<file path="config.mk">
export PLATFORM = sky130hd
export DESIGN_NAME = framebuffer_rectangle_writer
export DESIGN_NICKNAME = d
export VERILOG_FILES = /design/src/rtl/core/fbrw_pkg.sv /design/src/rtl/core/fbrw_engine.sv /design/src/rtl/core/framebuffer_rectangle_writer.sv
export SDC_FILE = /design/constraint.sdc
export NUM_CORES = 1
export LEC_CHECK = 0
export BUFFER_PORTS_ARGS = -buffer_cell sky130_fd_sc_hd__buf_2
export CORE_ASPECT_RATIO = 1.4
export CORE_MARGIN = 2
export CORE_UTILIZATION = 60
export CTS_CLUSTER_DIAMETER = 120
export DETAILED_ROUTE_END_ITERATION = 10
export PLACE_DENSITY = 0.8
export SYNTH_ARGS = -nofsm -noshare
export SYNTH_HDL_FRONTEND = slang
export SYNTH_SLANG_ARGS = --single-unit
export TNS_END_PERCENT = 30
</file>
<file path="constraint.sdc">
create_clock -name clk -period 22.6 [get_ports clk]
set_clock_uncertainty 0.1 [all_clocks]
set_input_delay 4.52 -clock clk [delete_from_list [all_inputs] [get_ports clk]]
set_output_delay 4.52 -clock clk [all_outputs]
set_load 0.01 [all_outputs]
</file>
<file path="src/rtl/core/fbrw_pkg.sv">
// Shared types and constants of the framebuffer rectangle writer.
// Used by fbrw_engine and framebuffer_rectangle_writer; depends on nothing.
`timescale 1ns / 1ps

package fbrw_pkg;

    // Field widths
    localparam int DIM_BITS       = 12;
    localparam int COL_BITS       = DIM_BITS + 2;
    localparam int BPP_BITS       = 3;
    localparam int PITCH_BITS     = 14;
    localparam int ADDR_BITS      = 32;
    localparam int LEN_BITS       = 32;
    localparam int BYTE_BITS      = 8;
    localparam int STATUS_BITS    = 2;
    localparam int CFG_INDEX_BITS = 3;
    localparam int CFG_DATA_BITS  = 32;

    // Largest pixel size in bytes; larger settings are clamped to it
    localparam logic [BPP_BITS-1:0] BPP_LIMIT = BPP_BITS'(4);

    // Register values after reset
    localparam logic [ADDR_BITS-1:0]  RESET_FRAME_BASE = '0;
    localparam logic [DIM_BITS-1:0]   RESET_FB_WIDTH   = DIM_BITS'(800);
    localparam logic [DIM_BITS-1:0]   RESET_FB_HEIGHT  = DIM_BITS'(480);
    localparam logic [BPP_BITS-1:0]   RESET_BPP        = BPP_BITS'(2);
    localparam logic [PITCH_BITS-1:0] RESET_ROW_PITCH  = PITCH_BITS'(1600);

    typedef enum logic
    {
        OP_SET_RECT  = 1'b0,
        OP_DATA_BYTE = 1'b1
    } op_t;

    typedef enum logic [STATUS_BITS-1:0]
    {
        STATUS_OK     = 2'd0,
        STATUS_REJECT = 2'd1,
        STATUS_DROP   = 2'd2
    } status_t;

    typedef enum logic [CFG_INDEX_BITS-1:0]
    {
        CFG_FRAME_BASE = 3'd0,
        CFG_FB_WIDTH   = 3'd1,
        CFG_FB_HEIGHT  = 3'd2,
        CFG_BPP        = 3'd3,
        CFG_ROW_PITCH  = 3'd4
    } cfg_index_t;

    typedef struct packed
    {
        logic [ADDR_BITS-1:0]  frame_base;
        logic [DIM_BITS-1:0]   fb_width;
        logic [DIM_BITS-1:0]   fb_height;
        logic [BPP_BITS-1:0]   bytes_per_pixel;
        logic [PITCH_BITS-1:0] row_pitch;
    } cfg_t;

    typedef struct packed
    {
        op_t                   operation;
        logic [DIM_BITS-1:0]   rect_x;
        logic [DIM_BITS-1:0]   rect_y;
        logic [DIM_BITS-1:0]   rect_width;
        logic [DIM_BITS-1:0]   rect_height;
        logic [LEN_BITS-1:0]   transfer_length;
        logic [BYTE_BITS-1:0]  data_byte;
        logic                  last_byte;
    } item_t;

    typedef struct packed
    {
        status_t               status;
        logic                  write_enable;
        logic [ADDR_BITS-1:0]  write_address;
        logic [BYTE_BITS-1:0]  write_data;
        logic [LEN_BITS-1:0]   length_echo;
        logic                  transfer_error;
    } result_t;

endpackage

</file>
<file path="src/rtl/core/fbrw_engine.sv">
// Rectangle state and address generation of the framebuffer rectangle writer.
// Depends on fbrw_pkg; driven by framebuffer_rectangle_writer.
`timescale 1ns / 1ps

module fbrw_engine
(
    input  logic             clk,
    input  logic             rst_n,
    input  logic             advance,
    input  fbrw_pkg::item_t  item,
    input  fbrw_pkg::cfg_t   cfg,
    output fbrw_pkg::result_t result
);
    import fbrw_pkg::*;

    localparam int LINE_BITS = DIM_BITS + 1;
    localparam int LOFF_BITS = LINE_BITS + PITCH_BITS;
    localparam int XOFF_BITS = DIM_BITS + BPP_BITS;

    // Stored rectangle and walk position
    logic [DIM_BITS-1:0] rect_x_reg, rect_x_next;
    logic [DIM_BITS-1:0] rect_y_reg, rect_y_next;
    logic [DIM_BITS-1:0] rect_w_reg, rect_w_next;
    logic [DIM_BITS-1:0] rect_h_reg, rect_h_next;
    logic [DIM_BITS-1:0] row_reg, row_next;
    logic [COL_BITS-1:0] col_reg, col_next;
    logic                overflow_reg, overflow_next;

    logic [LINE_BITS-1:0] x_end;
    logic [LINE_BITS-1:0] y_end;
    logic                 rect_bad;
    logic [BPP_BITS-1:0]  bpp_eff;
    logic [XOFF_BITS-1:0] row_len_full;
    logic [COL_BITS-1:0]  row_len;
    logic [LINE_BITS-1:0] line;
    logic [LOFF_BITS-1:0] line_off;
    logic [XOFF_BITS-1:0] x_off;
    logic [ADDR_BITS-1:0] address;
    logic [COL_BITS-1:0]  col_inc;
    logic                 in_rect;
    logic                 overflow_now;

    // Check the requested rectangle against the framebuffer
    assign x_end = LINE_BITS'(item.rect_x) + LINE_BITS'(item.rect_width);
    assign y_end = LINE_BITS'(item.rect_y) + LINE_BITS'(item.rect_height);
    assign rect_bad = (item.rect_x >= cfg.fb_width) || (item.rect_width > cfg.fb_width)
                   || (item.rect_y >= cfg.fb_height) || (item.rect_height > cfg.fb_height)
                   || (x_end > LINE_BITS'(cfg.fb_width))
                   || (y_end > LINE_BITS'(cfg.fb_height));

    // Clamp pixel size and form the row length in bytes
    assign bpp_eff      = (cfg.bytes_per_pixel > BPP_LIMIT) ? BPP_LIMIT : cfg.bytes_per_pixel;
    assign row_len_full = XOFF_BITS'(rect_w_reg) * XOFF_BITS'(bpp_eff);
    assign row_len      = row_len_full[COL_BITS-1:0];

    // Byte address of the current position
    assign line     = LINE_BITS'(rect_y_reg) + LINE_BITS'(row_reg);
    assign line_off = LOFF_BITS'(line) * LOFF_BITS'(cfg.row_pitch);
    assign x_off    = XOFF_BITS'(rect_x_reg) * XOFF_BITS'(bpp_eff);
    assign address  = cfg.frame_base + ADDR_BITS'(line_off) + ADDR_BITS'(x_off)
                    + ADDR_BITS'(col_reg);

    assign col_inc = col_reg + COL_BITS'(1);
    assign in_rect = (row_len != '0) && (row_reg < rect_h_reg);

    // Next state and result of one request
    always_comb
    begin
        rect_x_next   = rect_x_reg;
        rect_y_next   = rect_y_reg;
        rect_w_next   = rect_w_reg;
        rect_h_next   = rect_h_reg;
        row_next      = row_reg;
        col_next      = col_reg;
        overflow_next = overflow_reg;
        overflow_now  = overflow_reg;
        result        = '0;
        result.status = STATUS_OK;

        unique case (item.operation)
            OP_SET_RECT:
            begin
                if (rect_bad)
                begin
                    result.status = STATUS_REJECT;
                end
                else
                begin
                    rect_x_next        = item.rect_x;
                    rect_y_next        = item.rect_y;
                    rect_w_next        = item.rect_width;
                    rect_h_next        = item.rect_height;
                    row_next           = '0;
                    col_next           = '0;
                    overflow_next      = 1'b0;
                    result.length_echo = item.transfer_length;
                end
            end
            OP_DATA_BYTE:
            begin
                if (in_rect)
                begin
                    result.write_enable  = 1'b1;
                    result.write_address = address;
                    result.write_data    = item.data_byte;
                    if (col_inc >= row_len)
                    begin
                        col_next = '0;
                        row_next = row_reg + DIM_BITS'(1);
                    end
                    else
                    begin
                        col_next = col_inc;
                    end
                end
                else
                begin
                    result.status = STATUS_DROP;
                    overflow_now  = 1'b1;
                end
                overflow_next = overflow_now;
                // Report and rewind at the end of a transfer
                if (item.last_byte)
                begin
                    result.transfer_error = overflow_now;
                    row_next              = '0;
                    col_next              = '0;
                    overflow_next         = 1'b0;
                end
            end
            default:
            begin
                result.status = STATUS_OK;
            end
        endcase
    end

    // Advance state once per request
    always_ff @(posedge clk or negedge rst_n)
    begin
        if (!rst_n)
        begin
            rect_x_reg   <= '0;
            rect_y_reg   <= '0;
            rect_w_reg   <= '0;
            rect_h_reg   <= '0;
            row_reg      <= '0;
            col_reg      <= '0;
            overflow_reg <= 1'b0;
        end
        else if (advance)
        begin
            rect_x_reg   <= rect_x_next;
            rect_y_reg   <= rect_y_next;
            rect_w_reg   <= rect_w_next;
            rect_h_reg   <= rect_h_next;
            row_reg      <= row_next;
            col_reg      <= col_next;
            overflow_reg <= overflow_next;
        end
    end

endmodule

</file>
<file path="src/rtl/core/framebuffer_rectangle_writer.sv">
// Top level of the framebuffer rectangle writer: configuration registers,
// request and result registers around fbrw_engine. Depends on fbrw_pkg.
//
// Usage:
//   Requests arrive on in_valid/in_ready. operation selects a set-rectangle
//   request (checked against fb_width/fb_height, stored and its transfer_length
//   echoed if it fits) or a data byte (written at the next position of
//   the stored rectangle, or dropped with status 2 beyond it).
//   One result leaves on out_valid/out_ready for every request.
//   Configuration goes through cfg_we/cfg_index/cfg_data, one register per cycle,
//   only while no request is in flight: the user keeps to this, not the block.
// Data path:
//   A taken request sits in the request register and moves into the result
//   register once that has room; out_valid rises when the result arrives.
//   One request per cycle is sustained while out_ready stays high; the address
//   multiplier and position update between the two registers set the clock period.
// Reset and stalls:
//   Reset empties both registers, restores the configuration defaults and
//   clears the stored rectangle (zero width, so data bytes are dropped).
//   When out_ready is low the result is held and in_ready falls once the
//   request register is also full; nothing is lost or repeated.
`timescale 1ns / 1ps

module framebuffer_rectangle_writer
(
    input  logic                                 clk,
    input  logic                                 rst_n,
    // Configuration
    input  logic                                 cfg_we,
    input  logic [fbrw_pkg::CFG_INDEX_BITS-1:0]  cfg_index,
    input  logic [fbrw_pkg::CFG_DATA_BITS-1:0]   cfg_data,
    // Request channel
    input  logic                                 in_valid,
    output logic                                 in_ready,
    input  logic                                 operation,
    input  logic [fbrw_pkg::DIM_BITS-1:0]        rect_x,
    input  logic [fbrw_pkg::DIM_BITS-1:0]        rect_y,
    input  logic [fbrw_pkg::DIM_BITS-1:0]        rect_width,
    input  logic [fbrw_pkg::DIM_BITS-1:0]        rect_height,
    input  logic [fbrw_pkg::LEN_BITS-1:0]        transfer_length,
    input  logic [fbrw_pkg::BYTE_BITS-1:0]       data_byte,
    input  logic                                 last_byte,
    // Result channel
    output logic                                 out_valid,
    input  logic                                 out_ready,
    output logic [fbrw_pkg::STATUS_BITS-1:0]     status,
    output logic                                 write_enable,
    output logic [fbrw_pkg::ADDR_BITS-1:0]       write_address,
    output logic [fbrw_pkg::BYTE_BITS-1:0]       write_data,
    output logic [fbrw_pkg::LEN_BITS-1:0]        length_echo,
    output logic                                 transfer_error
);
    import fbrw_pkg::*;

    cfg_t    cfg_reg;
    item_t   in_item;
    item_t   item_reg;
    logic    item_valid_reg;
    result_t engine_result;
    result_t result_reg;
    logic    out_valid_reg;
    logic    out_room;
    logic    advance;

    // Configuration registers
    always_ff @(posedge clk or negedge rst_n)
    begin
        if (!rst_n)
        begin
            cfg_reg.frame_base      <= RESET_FRAME_BASE;
            cfg_reg.fb_width        <= RESET_FB_WIDTH;
            cfg_reg.fb_height       <= RESET_FB_HEIGHT;
            cfg_reg.bytes_per_pixel <= RESET_BPP;
            cfg_reg.row_pitch       <= RESET_ROW_PITCH;
        end
        else if (cfg_we)
        begin
            unique case (cfg_index_t'(cfg_index))
                CFG_FRAME_BASE: cfg_reg.frame_base      <= cfg_data[ADDR_BITS-1:0];
                CFG_FB_WIDTH:   cfg_reg.fb_width        <= cfg_data[DIM_BITS-1:0];
                CFG_FB_HEIGHT:  cfg_reg.fb_height       <= cfg_data[DIM_BITS-1:0];
                CFG_BPP:        cfg_reg.bytes_per_pixel <= cfg_data[BPP_BITS-1:0];
                CFG_ROW_PITCH:  cfg_reg.row_pitch       <= cfg_data[PITCH_BITS-1:0];
                default:        ;
            endcase
        end
    end

    // Gather the request fields
    always_comb
    begin
        in_item.operation       = op_t'(operation);
        in_item.rect_x          = rect_x;
        in_item.rect_y          = rect_y;
        in_item.rect_width      = rect_width;
        in_item.rect_height     = rect_height;
        in_item.transfer_length = transfer_length;
        in_item.data_byte       = data_byte;
        in_item.last_byte       = last_byte;
    end

    // Handshake: the result register frees room, the request register follows
    assign out_room = !out_valid_reg || out_ready;
    assign advance  = item_valid_reg && out_room;
    assign in_ready = !item_valid_reg || out_room;

    // Request register
    always_ff @(posedge clk or negedge rst_n)
    begin
        if (!rst_n)
        begin
            item_valid_reg <= 1'b0;
        end
        else if (in_ready)
        begin
            item_valid_reg <= in_valid;
        end
    end

    always_ff @(posedge clk)
    begin
        if (in_valid && in_ready)
        begin
            item_reg <= in_item;
        end
    end

    fbrw_engine u_engine
    (
        .clk     (clk),
        .rst_n   (rst_n),
        .advance (advance),
        .item    (item_reg),
        .cfg     (cfg_reg),
        .result  (engine_result)
    );

    // Result register
    always_ff @(posedge clk or negedge rst_n)
    begin
        if (!rst_n)
        begin
            out_valid_reg <= 1'b0;
        end
        else if (out_room)
        begin
            out_valid_reg <= item_valid_reg;
        end
    end

    always_ff @(posedge clk)
    begin
        if (advance)
        begin
            result_reg <= engine_result;
        end
    end

    // Drive the result ports
    assign out_valid      = out_valid_reg;
    assign status         = result_reg.status;
    assign write_enable   = result_reg.write_enable;
    assign write_address  = result_reg.write_address;
    assign write_data     = result_reg.write_data;
    assign length_echo    = result_reg.length_echo;
    assign transfer_error = result_reg.transfer_error;

endmodule
</file>
==> qor.csv, run 1 <==
stage,metric,value,unit
cells_and_area,largest_reg_flops,90,
run,maxCapViolCount,0,
critical_path,startpoint,u_engine.row_reg[0],
critical_path,path_common_cell,fa_1,
clock_network,clock_path_buffers,3,
synth,synth_area_per_cell,10.5,µm²
critical_path,r2r_start,u_engine.row_reg[0],
sta,fin_setup_tns,0,ns
critical_path,r2r-end,write_address[30],
critical_path,cpMaxStageDelayCell,a21oi_1,
critical_path,cp-start-kind,register,
place,routabilityCongestion,0.951,
synth,synth_cells,2329,
synth,synth-main-ff-cell,edfxtp_1,
clock_network,hold_buffers,0,
synth,ys_types,68,
critical_path,critPathRequiredTime,22.76,ns
clock_network,htree_levels,2,
synth,async_flop_share,47.5,%
sta,hold_viol_final,0,
floorplan,dieArea,42400,µm²
cells_and_area,layout_common_cells,"inv_1, nand2_1, ha_1, fa_1, buf_2",
worst_hold_path,hold_class,reg2reg,
critical_path,cp_top_family,adder cells,
floorplan,dieHeight,243,µm
global_route,antenna_found_initial,0,
floorplan,io-pin-count,208,
critical_path,cp_num_buf_inv,3,
place,dpl.hpwl,46400,µm
global_route,grt_pass1_vias,18800,
global_route,grt_overflow,0,
floorplan,initial_core_util,60.8,%
floorplan,rows,87,
detailed_routing,wl_per_cell,18.9,µm
cells_and_area,antenna_cells,0,
sta,fin_crit,9.80,ns
detailed_routing,drc,0,
sta,worst_slew_pin_slew,1.31,ns
outcome,outcome,completed,
synth,yosysSeqAreaShare,35.8,%
cells_and_area,final_common_cell,inv_1,
clock_network,cts_root_buffer,clkbuf_16,
clock_network,cts.sinks,316,
clock_network,clkLatencyLatePin,0.54,ns
sta,finalMaxSlewViolations,0,
critical_path,cp-end-kind,register,
cells_and_area,nets,3119,
synth,ys_warn_count,0,
critical_path,worst_r2r_path_depth,32,
sta,min_period_over_period,43.4,%
detailed_routing,first_pass_iters,5,
detailed_routing,ant_nets,0,
sta,grt_setup_unrepaired,no,
synth,synth-edff-count,166,
synth,syn-num-nets,2924,
detailed_routing,viasPerCell,5.67,
cells_and_area,drive_gt1_share,14.7,%
global_route,grt_pass1_wl,94200,µm
global_route,track_usage,28.4,%
clock_network,cts_tree,built,
critical_path,slowest_delay,0.90,ns
detailed_routing,num_vias,17500,
critical_path,reg2reg_slack,12.80,ns
detailed_routing,drtIter0Drc,918,
detailed_routing,wirelength,58400,µm
clock_network,postCtsSetupBuffers,0,
place,numPortBuffers,207,
sta,setup_viol,0,
critical_path,path_depth,32,
critical_path,arrival,9.96,ns
floorplan,core-area,40300,µm²
clock_network,cts_buffers,34,
worst_hold_path,hp-start,cfg_reg[14],
critical_path,worstSetupPathType,reg2reg,
critical_path,cp_max_fo,14,
sta,relSlewSlack,12.1,%
global_route,grt_max_degree,104,
clock_network,cts_resized,0,
floorplan,die_w,175,µm
synth,ys_ff_latch,316,
critical_path,worstSetupEndpoint,write_address[30],
synth,synthesis.area,24500,µm²
clock_network,clk_pin_slew_worst_paths,0.06,ns
sta,fmax,102,MHz
cells_and_area,nFillCells,3040,
cells_and_area,area_delta_synth_final,11.3,%
==> per-layer routing <==
layer | vias to the layer above | routed length (µm) | track usage [%] | share of wire, %
li1 | 8104 | - | - | -
met1 | 8613 | 20500 | 30.8 | 35
met2 | 562 | 30800 | 51.7 | 53
met3 | 210 | 2720 | 3.12 | 4.6
met4 | 0 | 4480 | 19.1 | 7.7
met5 | - | 0 | 0 | 0
==> how the worst min path moves through the flow <==
stage | slack [ns] | endpoint | cells after the start
after floorplan | 0.36 | out_valid | 1
after global placement | 0.38 | cfg_reg[14] | 1
after detailed placement | 0.40 | out_valid | 1
after CTS | 0.41 | cfg_reg[14] | 1
after global routing | 0.43 | cfg_reg[14] | 1
final | 0.41 | cfg_reg[14] | 1
==> synth_stat cells, types with 13 or more instances <==
| cell | count | area share [%] |
|---|---|---|
| inv_1 | 368 | 5.6 |
| nand2_1 | 261 | 4.0 |
| ha_1 | 245 | 13 |
| fa_1 | 220 | 18 |
| edfxtp_1 | 166 | 20 |
| dfrtp_1 | 139 | 14 |
| and2_1 | 117 | 3.0 |
| o21ai_0 | 103 | 2.1 |
| nor2_1 | 94 | 1.4 |
| mux2_2 | 71 | 3.3 |
| a21oi_1 | 62 | 1.3 |
| clkbuf_1 | 61 | 0.94 |
| a21o_1 | 52 | 1.6 |
| xnor2_1 | 43 | 1.5 |
| and3_1 | 31 | 0.79 |
| nand2b_1 | 30 | 0.77 |
| nor3_1 | 27 | 0.55 |
| o21ai_1 | 25 | 0.51 |
| nand3_1 | 24 | 0.49 |
| xor2_1 | 24 | 0.86 |
| nand4_1 | 15 | 0.38 |
| nor2b_1 | 15 | 0.38 |
| a211oi_1 | 13 | 0.40 |
==> cells by family after synthesis <==
logic type	count (synthesis)	share of synthesized area [%]
adder cells (fa/ha/maj)	465	30.5
flip-flops	316	35.8
AND/OR/NAND/NOR	641	12.7
AO/OA/AOI/OAI	338	8.71
buffers and inverters	431	6.63
multiplexers	71	3.27
XOR/XNOR	67	2.40
==> area by class of cell <==
class                   instances  area, µm²  share of cell area [%]
inverters                     368       1380                    5.07
clock inverters                14        151                   0.556
clock buffers                  48        986                    3.62
flip-flops and latches        316       8750                    32.1
repair buffers                222       1150                    4.24
well taps                     534        668                    2.45
multi-input cells            1582      14100                    51.9
==> per-stage QoR <==
stage / instances / util (%) / area (µm²) / hold WS, ns / setup slack [ns]
2_1_floorplan: 2329 / - / 24500 / 0.357 / 13.25
3_3_place_gp: 3022 / 64.8 / 26100 / 0.380 / 13.04
3_5_place_dp: 3022 / 64.8 / 26100 / 0.395 / 12.91
4_1_cts: 3084 / 67.6 / 27200 / 0.412 / 12.88
5_1_grt: 3084 / 67.6 / 27200 / 0.426 / 12.17
6_report: 3084 / 67.6 / 27200 / 0.411 / 12.80
==> worst reg2reg max path, delay by kind of cell, from the launching register on <==
kind | cells | cell delay [ns]
AO/OA/AOI/OAI | 14 | 3.61
XOR/XNOR | 1 | 0.14
adder cells (fa/ha/maj) | 9 | 3.80
buffers and inverters | 3 | 0.15
flip-flops | 1 | 0.42
AND/OR/NAND/NOR | 5 | 1.32
Power of run 1 is not shown: default switching activity piles up to over one toggle a cycle in this logic, so the estimate is an artifact.
==> run 2, diff against run 1 <==
Settings changed: ABC_AREA set to 1.
Clock period 22.6 ns to 10.15 ns, I/O delays scaled along.
==> run 2 against run 1 <==
Worst hold slack got worse by 0.024 ns. Synthesized cell count rose by 27%. Via count rose by 16%. Critical path depth did not move. Worst setup slack got worse by 11 ns. Register-to-register slack got worse by 11 ns. Utilization fell by 0.75 points. Non-clock buffer count fell by 5. Critical path type unchanged.
==> qor.csv, run 2 <==
stage,metric,value,unit,change
outcome,outcome,completed,,
critical_path,reg2reg_slack,2.19,ns,-10.61 ns
global_route,grt_overflow,0,,unchanged
synth,synthTopCellsByCount,"nand2_1, inv_1, nor2_1",,
critical_path,r2r-end,write_address[23],,
cells_and_area,antenna_cells,0,,unchanged
clock_network,cts_root_buffer,clkbuf_16,,
synth,synth_area_leaders,"edfxtp_1, fa_1, dfrtp_1, ha_1, nand2_1",,
place,dpl-instance-area,27100,µm²,+3.9%
detailed_routing,first_pass_iters,5,,unchanged
floorplan,dieHeight,249,µm,+2.3%
place,dpl.hpwl,55800,µm,+20%
floorplan,rows,89,,+2.3%
synth,synth_cells,2950,,+27%
clock_network,cts_resized,0,,unchanged
sta,grt_setup_unrepaired,no,,
floorplan,die_w,179,µm,+2.3%
sta,fmax,126,MHz,+23%
critical_path,path_common_cell,nand2_1,,
cells_and_area,final_area,28200,µm²,+3.6%
place,dp.cells,3651,,+21%
global_route,grt_pass1_vias,21200,,+13%
synth,ys_ff_latch,316,,unchanged
synth,async_flop_share,47.5,%,unchanged
critical_path,cp-end-kind,register,,
clock_network,cts_buffers,34,,unchanged
synth,synth_area_leader_cell,edfxtp_1,,
critical_path,worst_r2r_path_depth,32,,unchanged
sta,finalMaxSlewViolations,0,,unchanged
clock_network,postCtsSetupBuffers,0,,unchanged
sta,relSlewSlack,26.0,%,+14 points
detailed_routing,viasPerCell,5.44,,-4.0%
worst_hold_path,holdPathStages,2,,+1
critical_path,r2r_start,u_engine.row_reg[7],,
floorplan,io-pin-count,208,,unchanged
sta,hold_viol_final,0,,unchanged
global_route,track_usage,32.4,%,+4.0 points
synth,ys_warn_count,0,,unchanged
critical_path,critPathRequiredTime,10.34,ns,-12.42 ns
cells_and_area,final_common_cell,nand2_1,,
power,max-vdd-ir-drop,160,µV,
clock_network,clk_pin_slew_worst_paths,0.06,ns,about the same
synth,yosysSeqAreaShare,34.1,%,-1.6 points
detailed_routing,wl_per_cell,18.8,µm,-1.0%
cells_and_area,layout_common_cells,"nand2_1, inv_1, nor2_1, ha_1, fa_1",,
clock_network,htree_levels,2,,unchanged
cells_and_area,area_delta_synth_final,10.1,%,
floorplan,core-area,42200,µm²,+4.8%
synth,post-synth-top-count-cell,nand2_1,,
worst_hold_path,hold_path_end,cfg_reg[36],,
worst_hold_path,hp-start,cfg_reg[36],,
synth,ys_types,52,,-24%
cells_and_area,post-route-util,66.9,%,-0.75 points
floorplan,initial_core_util,60.7,%,about the same
clock_network,cts.sinks,316,,unchanged
synth,synth-main-ff-cell,edfxtp_1,,
sta,setup_viol,0,,unchanged
sta,fin_setup_tns,0,ns,unchanged
detailed_routing,drtIter0Drc,1235,,+35%
run,maxCapViolCount,0,,unchanged
critical_path,worstSetupPathType,reg2reg,,
synth,synth_area_per_cell,8.69,µm²,-17%
clock_network,clock_path_buffers,3,,unchanged
floorplan,dieArea,44400,µm²,+4.6%
sta,worst_slew_pin_slew,1.11,ns,-0.203 ns
clock_network,clkLatencyLatePin,0.55,ns,about the same
place,numPortBuffers,207,,unchanged
clock_network,cts_tree,built,,
sta,fin_crit,7.96,ns,-1.84 ns
synth,synth-edff-count,166,,unchanged
detailed_routing,wirelength,69600,µm,+19%
cells_and_area,nets,3736,,+20%
detailed_routing,num_vias,20200,,+16%
clock_network,hold_buffers,0,,unchanged
cells_and_area,drive_gt1_share,10.6,%,-4.0 points
sta,min_period_over_period,78.5,%,+35 points
power,p_leak,0.0150,µW,
global_route,grt_pass1_wl,110000,µm,+16%
critical_path,slowest_delay,0.50,ns,-0.40 ns
detailed_routing,ant_nets,0,,unchanged
synth,synth_top_area_share,19.4,%,-0.92 points
power,p_per_area,185,nW/µm²,
cells_and_area,fin_cells,3713,,+20%
critical_path,cpMaxStageDelayCell,fa_1,,
critical_path,cp-start-kind,register,,
power,finalPower,5210,µW,
synth,syn-num-nets,3545,,+21%
critical_path,cp_max_fo,9,,-5
global_route,antenna_found_initial,0,,unchanged
detailed_routing,drc,0,,unchanged
synth,synthesis.area,25600,µm²,+4.7%
critical_path,arrival,8.16,ns,-1.80 ns
place,routabilityCongestion,0.971,,+2.2%
cells_and_area,largest_reg_flops,90,,unchanged
worst_hold_path,hold_class,reg2reg,,
global_route,grt_max_degree,85,,-18%
==> run 2: changes by cell type after synthesis, sizes merged, moves of 24 or more <==
cell	previous run	this run
inv	368	620
nand2	261	714
and3	31	1
o21ai	128	91
nand2b	31	0
nor2	94	253
xnor2	43	18
a21oi	63	127
nand3	24	113
mux2	71	11
clkbuf	61	37
and2	117	2
a21o	52	8
==> run 2: worst max path at each step <==
stage | cells past startpoint | to | start
global placement | 25 | write_address[24] | u_engine.row_reg[2]
global route | 32 | write_address[23] | u_engine.row_reg[7]
floorplan | 29 | write_address[24] | u_engine.row_reg[0]
finish | 32 | write_address[23] | u_engine.row_reg[7]
detailed placement | 32 | write_address[23] | u_engine.row_reg[7]
CTS | 32 | write_address[23] | u_engine.row_reg[7]
==> run 2: report_power, final <==
group	switching, µW	leakage (µW)	total, µW	internal (µW)
clock network	548	0.000550	1250	698
logic	1430	0.0109	2250	824
registers	150	0.00348	1720	1560
==> run 2: logic make-up after synthesis <==
group / count (synthesis) / share of synthesized area, %
mux: 11 / 0.483
buf+inv: 685 / 10.4
flops: 316 / 34.1
fa+ha+maj: 465 / 29.1
compound gates: 278 / 6.14
xor+xnor: 46 / 1.60
simple gates: 1149 / 18.1
==> run 2: metrics by stage <==
stage,hold slack (ns),worst slack [ns]
6_report,0.388,2.19
5_1_grt,0.412,1.77
4_1_cts,0.384,2.31
3_5_place_dp,0.367,2.34
3_3_place_gp,0.362,2.50
2_1_floorplan,0.346,3.27
==> run 2: area by class of cell <==
class	count	area, µm²
Sequential cell	316	8750
Fill cell	3474	14000
Tap cell	546	683
Timing Repair Buffer	217	1120
Inverter	623	2340
Multi-Input combinational cell	1949	14200
Clock inverter	18	161
Clock buffer	44	950
==> run 2: routing by layer <==
layer	vias to the layer above	track usage [%]	share of wire, %
met2	715	57.1	51
met1	9660	34.2	35
met5	-	0	0
met4	0	25.3	9.3
met3	271	4.51	5.1
li1	9564	-	-
==> run 2: worst max-delay path, delay by kind of cell, from the launching register on <==
family | cells | cell delay (ns)
simple gates | 14 | 1.76
buf+inv | 5 | 0.44
flops | 1 | 0.47
fa+ha+maj | 8 | 3.67
compound gates | 5 | 1.28
(Power assumes the default switching activity.)
==> run 3, diff against run 2 <==
Settings changed: ABC_AREA 1 to 0.
Clock period 10.15 ns to 8.3 ns, I/O delays scaled along.
==> run 3 against run 2 <==
The run now ends with negative setup slack left. Maximum frequency shrank 6.1%. Register-to-register slack worse by 2.4 ns. Via count is 11% lower. Utilization increased by 2.9 points. Worst setup slack worse by 2.4 ns. Wire length fell by 12%. First-iteration DRC count down 28%. Clock-buffer cell count rose by 7. Cell count down 15%. Sequential share of layout area is 0.14 points higher. Die area is 4.4% lower. Worst hold slack improved by 0.0066 ns. Critical path type unchanged. Critical endpoint is now write_address[31].
==> qor.csv, run 3 (same netlist as run 1, synthesis figures left out) <==
stage,metric,value,unit,change
cells_and_area,fin_cells,3170,,-15%
floorplan,rows,87,,-2.2%
detailed_routing,wirelength,61200,µm,-12%
cells_and_area,area_delta_synth_final,14.8,%,
floorplan,dieArea,42400,µm²,-4.4%
detailed_routing,num_vias,18000,,-11%
critical_path,path_depth,33,,+3.1%
global_route,track_usage,29.4,%,-3.0 points
sta,setup_viol,5,,+5
critical_path,reg2reg_slack,-0.18,ns,-2.37 ns
cells_and_area,nFillCells,2968,,-15%
critical_path,r2r_start,u_engine.rect_y_reg[0],,
cells_and_area,nets,3205,,-14%
clock_network,cts_buffers,34,,unchanged
cells_and_area,final_common_cell,inv_1,,
sta,hold_viol_final,0,,unchanged
sta,relSlewSlack,23.0,%,-3.0 points
clock_network,htree_levels,2,,unchanged
clock_network,cts_tree,built,,
critical_path,worstSetupEndpoint,write_address[31],,
sta,postLayoutSetupSlackWorst,-0.181,ns,-2.37 ns
global_route,grt_max_degree,91,,+7.1%
critical_path,slowest_delay,0.58,ns,+0.08 ns
outcome,violations,negative setup slack,,
global_route,antenna_found_initial,1,,+1
global_route,grt_pass1_vias,19400,,-8.8%
clock_network,cts.sinks,316,,unchanged
sta,fmax,118,MHz,-6.1%
critical_path,cp_num_buf_inv,5,,unchanged
critical_path,critPathRequiredTime,8.44,ns,-1.90 ns
place,routabilityCongestion,0.952,,-2.0%
critical_path,worst_r2r_path_depth,33,,+3.1%
clock_network,cts_root_buffer,clkbuf_16,,
critical_path,startpoint,u_engine.rect_y_reg[0],,
detailed_routing,first_pass_iters,5,,unchanged
critical_path,cp-end-kind,register,,
critical_path,worstSetupPathType,reg2reg,,
critical_path,r2r-end,write_address[31],,
detailed_routing,drc,0,,unchanged
floorplan,core-area,40300,µm²,-4.6%
sta,worst_slew_pin_slew,1.16,ns,+0.0483 ns
place,dp.cells,3088,,-15%
place,numPortBuffers,207,,unchanged
detailed_routing,ant_nets,0,,unchanged
sta,fin_crit,8.48,ns,+0.517 ns
critical_path,cp_top_family,adder cells,,
place,dpl-instance-area,26600,µm²,-1.8%
cells_and_area,drive_gt1_share,18.7,%,+8.1 points
floorplan,initial_core_util,60.8,%,about the same
place,dpl.hpwl,47900,µm,-14%
clock_network,clk_pin_slew_worst_paths,0.07,ns,about the same
cells_and_area,layout_common_cells,"inv_1, nand2_1, ha_1, fa_1, buf_2",,
cells_and_area,final_area,28100,µm²,-0.44%
global_route,grt_pass1_wl,97500,µm,-11%
critical_path,cpMaxStageDelayCell,fa_2,,
critical_path,cp_max_fo,7,,-2
sta,min_period_over_period,102,%,+24 points
floorplan,io-pin-count,208,,unchanged
sta,finalMaxSlewViolations,0,,unchanged
outcome,outcome,finished with violations,,
clock_network,clkLatencyLatePin,0.53,ns,-0.02 ns
floorplan,dieHeight,243,µm,-2.2%
global_route,grt_overflow,0,,unchanged
floorplan,die_w,175,µm,-2.2%
run,maxCapViolCount,0,,unchanged
sta,grt_setup_unrepaired,yes,,
worst_hold_path,hold_class,reg2reg,,
critical_path,cp-start-kind,register,,
detailed_routing,drtIter0Drc,895,,-28%
detailed_routing,wl_per_cell,19.3,µm,+2.9%
clock_network,clock_path_buffers,3,,unchanged
detailed_routing,viasPerCell,5.69,,+4.5%
cells_and_area,largest_reg_flops,90,,unchanged
critical_path,arrival,8.63,ns,+0.47 ns
==> run 3: cell types whose count changed in the layout (fill, tap and decap cells not counted), moves of 87 or more <==
cell / delta
nor2_1: -158
and2_1: +112
nand2_1: -443
nand3_1: -88
inv_1: -247
buf_4: +87
==> run 3: final cells by class <==
| cell class | count | area (µm²) | area share, % |
|---|---|---|---|
| repair buffers | 308 | 1840 | 6.55 |
| clock inverters | 10 | 106 | 0.378 |
| diodes | 1 | 2.50 | 0.00890 |
| inverters | 368 | 1380 | 4.92 |
| multi-input cells | 1582 | 14400 | 51.1 |
| well taps | 534 | 668 | 2.38 |
| flip-flops and latches | 316 | 8750 | 31.1 |
| clock buffers | 51 | 997 | 3.55 |
==> run 3: per-layer routing <==
metal | share of wire [%] | wire length, µm | global-route usage [%] | up-vias
met2 | 52 | 31700 | 53.3 | 591
met3 | 5.0 | 3070 | 3.92 | 232
met1 | 35 | 21500 | 31.4 | 8954
li1 | - | - | - | 8257
met5 | 0 | 0 | 0 | -
met4 | 8.0 | 4900 | 20.5 | 0
==> run 3: worst min path at each step <==
stage	endpoint	start	cells after the start
floorplan	out_valid	item_valid_reg	1
global placement	out_valid	item_valid_reg	1
detailed placement	out_valid	item_valid_reg	1
CTS	out_valid	item_valid_reg	1
global route	out_valid	item_valid_reg	1
finish	out_valid	item_valid_reg	1
==> run 3: what timing repair did <==
action	CTS	global route
setup endpoints to repair	10	9
hold buffers	0	0
setup buffers	7	14
pin swaps	30	46
endpoints found under the hold margin	0	0
resized for setup	30	24
==> run 3: stage by stage <==
stage	hold WS (ns)	worst slack (ns)	util (%)	setup TNS, ns
after floorplan	0.357	0.0236	-	0
after global placement	0.372	-0.366	66.1	-1.58
after detailed placement	0.392	-0.512	66.1	-2.66
after CTS	0.398	0.00733	69.2	0
after global routing	0.408	-0.403	69.8	-1.84
final	0.394	-0.181	69.8	-0.304
Power of run 3 is left out for the same reason.
